### src/design/svmdcu_pkg.sv
// Package: shared types, request codes, engine states and constants.
`timescale 1ns / 1ps
package svmdcu_pkg;

  localparam int MAX_SAMPLES_DEF = 256;
  localparam int CFG_IDX_W = 1;
  localparam int CFG_DATA_W = 9;
  localparam logic [16:0] WEIGHT_ONE = 17'd65536;

  typedef enum logic [1:0] {
    REQ_LOAD_K = 2'd0,
    REQ_LOAD_W = 2'd1,
    REQ_UPDATE = 2'd2,
    REQ_EVAL   = 2'd3
  } req_t;

  typedef enum logic [CFG_IDX_W-1:0] {
    CFG_POS = 1'b0,
    CFG_NEG = 1'b1
  } cfg_reg_t;

  typedef enum logic [2:0] {
    S_IDLE,
    S_WALK,
    S_DRAIN,
    S_WREAD,
    S_WWAIT,
    S_FIN,
    S_EACC,
    S_DONE
  } state_t;

  typedef struct packed {
    logic [1:0]         req_type;
    logic [7:0]         row_index;
    logic [7:0]         col_index;
    logic signed [15:0] kernel_value;
    logic [16:0]        weight_value;
  } in_item_t;

  typedef struct packed {
    logic [16:0]        new_weight;
    logic [7:0]         updated_index;
    logic signed [47:0] objective;
    logic               is_objective;
  } out_item_t;

  // Classified command handed from the front queue to the engine.
  typedef struct packed {
    req_t        op;
    logic [7:0]  row;
    logic [7:0]  col;
    logic [15:0] kval;
    logic [16:0] wval;
  } cmd_t;

endpackage

### src/design/svmdcu_front.sv
// Front end: accepts items, drops out-of-range ones, clips weights, two-entry queue.
`timescale 1ns / 1ps
module svmdcu_front #(
  parameter int MAX_SAMPLES = svmdcu_pkg::MAX_SAMPLES_DEF
) (
  input  logic                 clk,
  input  logic                 rst_n,
  input  logic                 in_valid,
  output logic                 in_ready,
  input  svmdcu_pkg::in_item_t in_data,
  output logic                 q_valid,
  input  logic                 q_ready,
  output svmdcu_pkg::cmd_t     q_cmd
);
  import svmdcu_pkg::*;

  cmd_t       slot_r [2];
  logic [1:0] cnt_r, cnt_nxt;
  logic       wr_ptr_r, rd_ptr_r;
  logic       keep, push, pop;
  logic       row_ok, col_ok;
  cmd_t       cmd_c;

  assign row_ok = 32'(in_data.row_index) < MAX_SAMPLES;
  assign col_ok = 32'(in_data.col_index) < MAX_SAMPLES;

  always_comb begin
    cmd_c.op   = req_t'(in_data.req_type);
    cmd_c.row  = in_data.row_index;
    cmd_c.col  = in_data.col_index;
    cmd_c.kval = in_data.kernel_value;
    cmd_c.wval = (in_data.weight_value > WEIGHT_ONE) ? WEIGHT_ONE : in_data.weight_value;
    unique case (cmd_c.op)
      REQ_LOAD_K: keep = row_ok && col_ok;
      REQ_LOAD_W: keep = row_ok;
      REQ_UPDATE: keep = row_ok;
      REQ_EVAL:   keep = 1'b1;
      default:    keep = 1'b0;
    endcase
  end

  assign in_ready = (cnt_r != 2'd2);
  assign push     = in_valid && in_ready && keep;
  assign q_valid  = (cnt_r != 2'd0);
  assign pop      = q_valid && q_ready;
  assign q_cmd    = slot_r[rd_ptr_r];

  always_comb begin
    cnt_nxt = cnt_r;
    if (push && !pop) begin
      cnt_nxt = cnt_r + 2'd1;
    end else if (pop && !push) begin
      cnt_nxt = cnt_r - 2'd1;
    end
  end

  always_ff @(posedge clk) begin
    if (!rst_n) begin
      cnt_r    <= 2'd0;
      wr_ptr_r <= 1'b0;
      rd_ptr_r <= 1'b0;
    end else begin
      cnt_r <= cnt_nxt;
      if (push) begin
        wr_ptr_r <= ~wr_ptr_r;
      end
      if (pop) begin
        rd_ptr_r <= ~rd_ptr_r;
      end
    end
  end

  always_ff @(posedge clk) begin
    if (push) begin
      slot_r[wr_ptr_r] <= cmd_c;
    end
  end

endmodule

### config.mk
export PLATFORM = sky130hd
export DESIGN_NAME = svmdcu_front
export DESIGN_NICKNAME = d
export VERILOG_FILES = /design/src/design/svmdcu_pkg.sv /design/src/design/svmdcu_front.sv
export SDC_FILE = /design/constraint.sdc
export NUM_CORES = 1
export LEC_CHECK = 0
export ABC_AREA = 0
export BUFFER_PORTS_ARGS = -buffer_cell sky130_fd_sc_hd__buf_4
export CAP_MARGIN = 25
export CORE_ASPECT_RATIO = 0.5
export CORE_MARGIN = 4
export CORE_UTILIZATION = 56
export DETAILED_ROUTE_END_ITERATION = 10
export PLACE_DENSITY = 0.95
export SYNTH_ARGS = -nofsm -noshare
export SYNTH_HDL_FRONTEND = slang
export SYNTH_SLANG_ARGS = --single-unit
### constraint.sdc
create_clock -name clk -period 4.15 [get_ports clk]
set_input_delay 0.6225 -clock clk [delete_from_list [all_inputs] [get_ports clk]]
set_output_delay 0.6225 -clock clk [all_outputs]
set_load 0.01 [all_outputs]
# Word level (Yosys, flattened, before mapping)
# Memory sizes are Yosys's and may differ from the RTL's. A register that Yosys moved wholly into a read port is not among the register bits.
# Cells that the tools add are included.
# W data, S select, Z words.
[classes]
add_sub_neg = 2
order_cmp = 1
eq_ne = 4
mux = 8
n_bitwise = 2
reduce_logical = 11
[op_table]
columns = ["operator", "count"]
rows = [
  ["$gt A17 B17 Y1 const B", 1],
  ["$mux W17", 1],
  ["$logic_and A1 B1 Y1", 5],
  ["$mux W1", 5],
  ["$eq A2 B2 Y1 const B", 2],
  ["$mux W2", 2],
  ["$reduce_bool A2 Y1", 2],
  ["$reduce_or A4 Y1", 1],
  ["$add A2 B1 Y2 const B", 1],
  ["$eq A2 B1 Y1 const B", 1],
  ["$logic_not A1 Y1", 2],
  ["$logic_not A2 Y1", 1],
  ["$ne A2 B2 Y1 const B", 1],
  ["$not A1 Y1", 2],
  ["$sub A2 B1 Y2 const B", 1],
]
[totals]
regBits = 4
mem_bits_rw = 102
in_bits = 55
output_inout_bits = 53
word_cells = 32
mem_count = 1
[mem_list]
columns = ["memory", "depth", "word_bits", "read_ports", "rd_ports_with_merged_regs", "write_ports", "line_no", "rtl"]
rows = [
  ["slot_r", 2, 51, 1, 1, 1, "svmdcu_front.sv:17", "cmd_t slot_r [2];"],
]

# Logic depth before layout (Yosys ltp)
[depth]
word_depth = 8
mapped_depth = 6
ltp_nobuf = 6

# Worst setup path before layout
# No wires, ideal clock.
[synth_path]
path_kind = "register -> register"
startpoint = "register cnt_r[0]"
endpoint = "memory slot_r[1][0] (netlist name) (enable)"
setup_ns = 0.414
arrival_ns = 1.900
required_ns = 3.736
slack_ns = 1.836
path_stages_with_launch = 3
n_path_buf = 0
period_less_slack_ns = 2.314
path_cell_list = "dfxtp_1 nand2b_1 and3_1"
[synth_between]
elab_chain_cells = 5
[synth_rtl]
columns = ["item", "line_no", "rtl"]
rows = [
  ["start, declared", "svmdcu_front.sv:18", "logic [1:0] cnt_r, cnt_nxt;"],
  ["start signal, assigned", "svmdcu_front.sv:63", "cnt_r <= cnt_nxt;"],
  ["$ne A2 B2 Y1", "svmdcu_front.sv:42", "assign in_ready = (cnt_r != 2'd2);"],
  ["net in_ready", "svmdcu_front.sv:9", "output logic in_ready,"],
  ["$logic_and A1 B1 Y1 (2 in series)", "svmdcu_front.sv:43", "assign push = in_valid && in_ready && keep;"],
  ["$mux W1", "svmdcu_front.sv:74", "if (push) begin"],
  ["$mux W1 (not written as such)", "svmdcu_front.sv:75", "slot_r[wr_ptr_r] <= cmd_c;"],
  ["end, declared", "svmdcu_front.sv:17", ""],
]
# The timed path passes the listed nets, and every way through them passes these cells.

==> impl_metrics.ini <==
[run_status]
status = finished clean

[cts]
clk_latency_ns = 0.34
htreeDepth = 3
post_cts_buffers = 0
ctsResizeCount = 0
clock_path_buffers = 2
cts_buffers = 9
cts_num_sinks = 107
cts_tree = yes
hold_buffers = 0
root_buffer = clkbuf_16
cts.clk_slew.worst_paths_ns = 0.07

[sta]
setup_viol = 0
tightest_slew_ns = 0.589
rsz0062_at_grt = no
min_period_ns = 2.48
slew_violations = 0
finalClockSkew_ns = 0.00573
post-route-period-util_pct = 59.8
fmax_mhz = 403
timing.setup.tns_ns = 0
finalHoldViolCount = 0
max_slew_margin_pct = 60.7

[global_routing]
grt_pass1_vias = 2434
track_usage_pct = 20.1
grt_overflow_total = 0
grt_max_degree = 52
antenna_found_initial = 0
grt_pass1_wl_um = 12900

[power]
total_leakage_power_nw = 2.00
power_density_mw_per_mm2 = 591
total_power_mw = 3.16
vdd_drop_max_mv = 0.457

[critical_path]
critPathLaunchType = register
crit_arrival_ns = 1.86
path_max_fanout = 30
crit_end = q_cmd[7]
reg2reg_slack_ns = 2.31
worstRegToRegCells = 3
critPathKind = register to output port
cp.required_ns = 3.53
r2r_end = slot_r[1][48]
crit_path_end_kind = output port
r2r-start = cnt_r[0]

[route]
postRouteAntennaNets = 0
drc_errors = 0
avgViaCountPerCell = 5.44
dr.first_iter.drc_count = 136
vias = 2274
drt_wl_total_um = 8580
firstDrtPassIters = 4
drt-wirelength-per-cell_um = 20.5

[synth]
ys_ff_latch = 107
yosys-top-cells-area = edfxtp_1, mux2_2, dfxtp_1
synthesis.instances = 207
syn_area_mm2 = 0.00410
synthArstFlopShare_pct = 0
synthDistinctLibCells = 23
synth_edf_count = 102
avgSynthCellArea_um2 = 19.8
yosysTopAreaCellShare_pct = 74.7
seq_area_frac_synth_pct = 77.2
yosys_warnings = 0
synth_most_common_cell = edfxtp_1
yosysTopAreaCell = edfxtp_1
synth_ff_type = edfxtp_1
syn-num-nets = 263
netlist_top_cells_count = edfxtp_1, mux2_2, nor2b_1

[placement]
hpwl_um = 5670
io_buffers = 107
place_congestion = 0.698
placed_area_mm2 = 0.00503

[cells_and_area]
fill_cells = 385
regArea_mm2 = 0.00316
diodes = 0
area_growth_pct = 30.7
final_util_pct = 77.8
drive_gt1_share_pct = 57.1
final_net_count = 377
final_area_mm2 = 0.00536
multi_input_area_um2 = 892

[run]
maxCapViolCount = 0

[die]
die_x_um = 129
core_area_mm2 = 0.00688
die_h_um = 68.5
die-area_mm2 = 0.00883
num_rows = 21
io_pins = 108
initial_utilization_pct = 59.5

[worst_hold_path]
hold_path_class = input port to register
critical path: stages (launching register included):
cell,delay (ns)
dfxtp_2,0.69
buf_12,0.28
mux2_2,0.38
buf_4,0.15
report_power, final:
part	leakage, nW	internal (mW)	total, mW	switching (mW)
clock network	0.150	0.527	0.882	0.355
logic	0.845	0.457	0.854	0.397
registers	1.00	1.35	1.43	0.0755
total	2.00	2.34	3.16	0.828
state kept, by name (all words and copies together) (netlist names), named ones only:
name / cells
cnt_r: 2
slot_r: 102
rd_ptr_r: 1
wr_ptr_r: 1
layout by cell type, fill, tap and decap left out, drive strengths merged, types with 2 or more instances in the layout:
| master | count |
|---|---|
| clkbuf | 11 |
| clkinv | 2 |
| inv | 3 |
| o21ai | 2 |
| mux2 | 51 |
| nor2 | 3 |
| edfxtp | 102 |
| xor2 | 3 |
| a21oi | 2 |
| nor2b | 16 |
| bufinv | 2 |
| dfxtp | 5 |
| buf | 110 |
| nor4 | 4 |
how the worst min path moves through the flow:
stage	from	end	slack [ns]	depth (start not counted)
2_1_floorplan	rd_ptr_r	register	0.47	2
3_3_place_gp	rd_ptr_r	rd_ptr_r	0.49	2
3_5_place_dp	cnt_r[1]	cnt_r[1]	0.53	2
4_1_cts	in_data[31]	slot_r[1][31]	0.45	1
5_1_grt	in_data[31]	slot_r[1][31]	0.45	1
6_report	in_data[35]	slot_r[0][35]	0.46	1
metal layers:
metal / vias up / global-route usage (%) / wire, µm
li1: 1023 / - / -
met2: 70 / 37.6 / 4770
met3: 23 / 5.46 / 334
met4: 0 / 9.16 / 281
met5: - / 0 / 0
met1: 1158 / 21.9 / 3190
area by class of cell:
class	instances	area share, %
well taps	92	2.15
multi-input cells	90	16.7
clock buffers	11	4.34
clock inverters	5	1.45
repair buffers	110	16.1
inverters	3	0.210
flip-flops and latches	107	59.1
metrics by stage:
stage | cells | hold WS [ns] | setup WS [ns]
finish | 418 | 0.464 | 1.67
global route | 418 | 0.447 | 1.57
CTS | 417 | 0.454 | 1.64
detailed placement | 401 | 0.525 | 2.04
global placement | 399 | 0.487 | 1.83
floorplan | 207 | 0.472 | 1.84
kinds of logic after synthesis:
| family | Yosys count | share of synthesized area, % |
|---|---|---|
| compound gates | 6 | 1.40 |
| xor+xnor | 3 | 0.641 |
| fa+ha+maj | 1 | 0.305 |
| buf+inv | 10 | 1.07 |
| flops | 107 | 77.2 |
| mux | 51 | 14.0 |
| simple gates | 29 | 5.37 |
(Power assumes the default switching activity.)
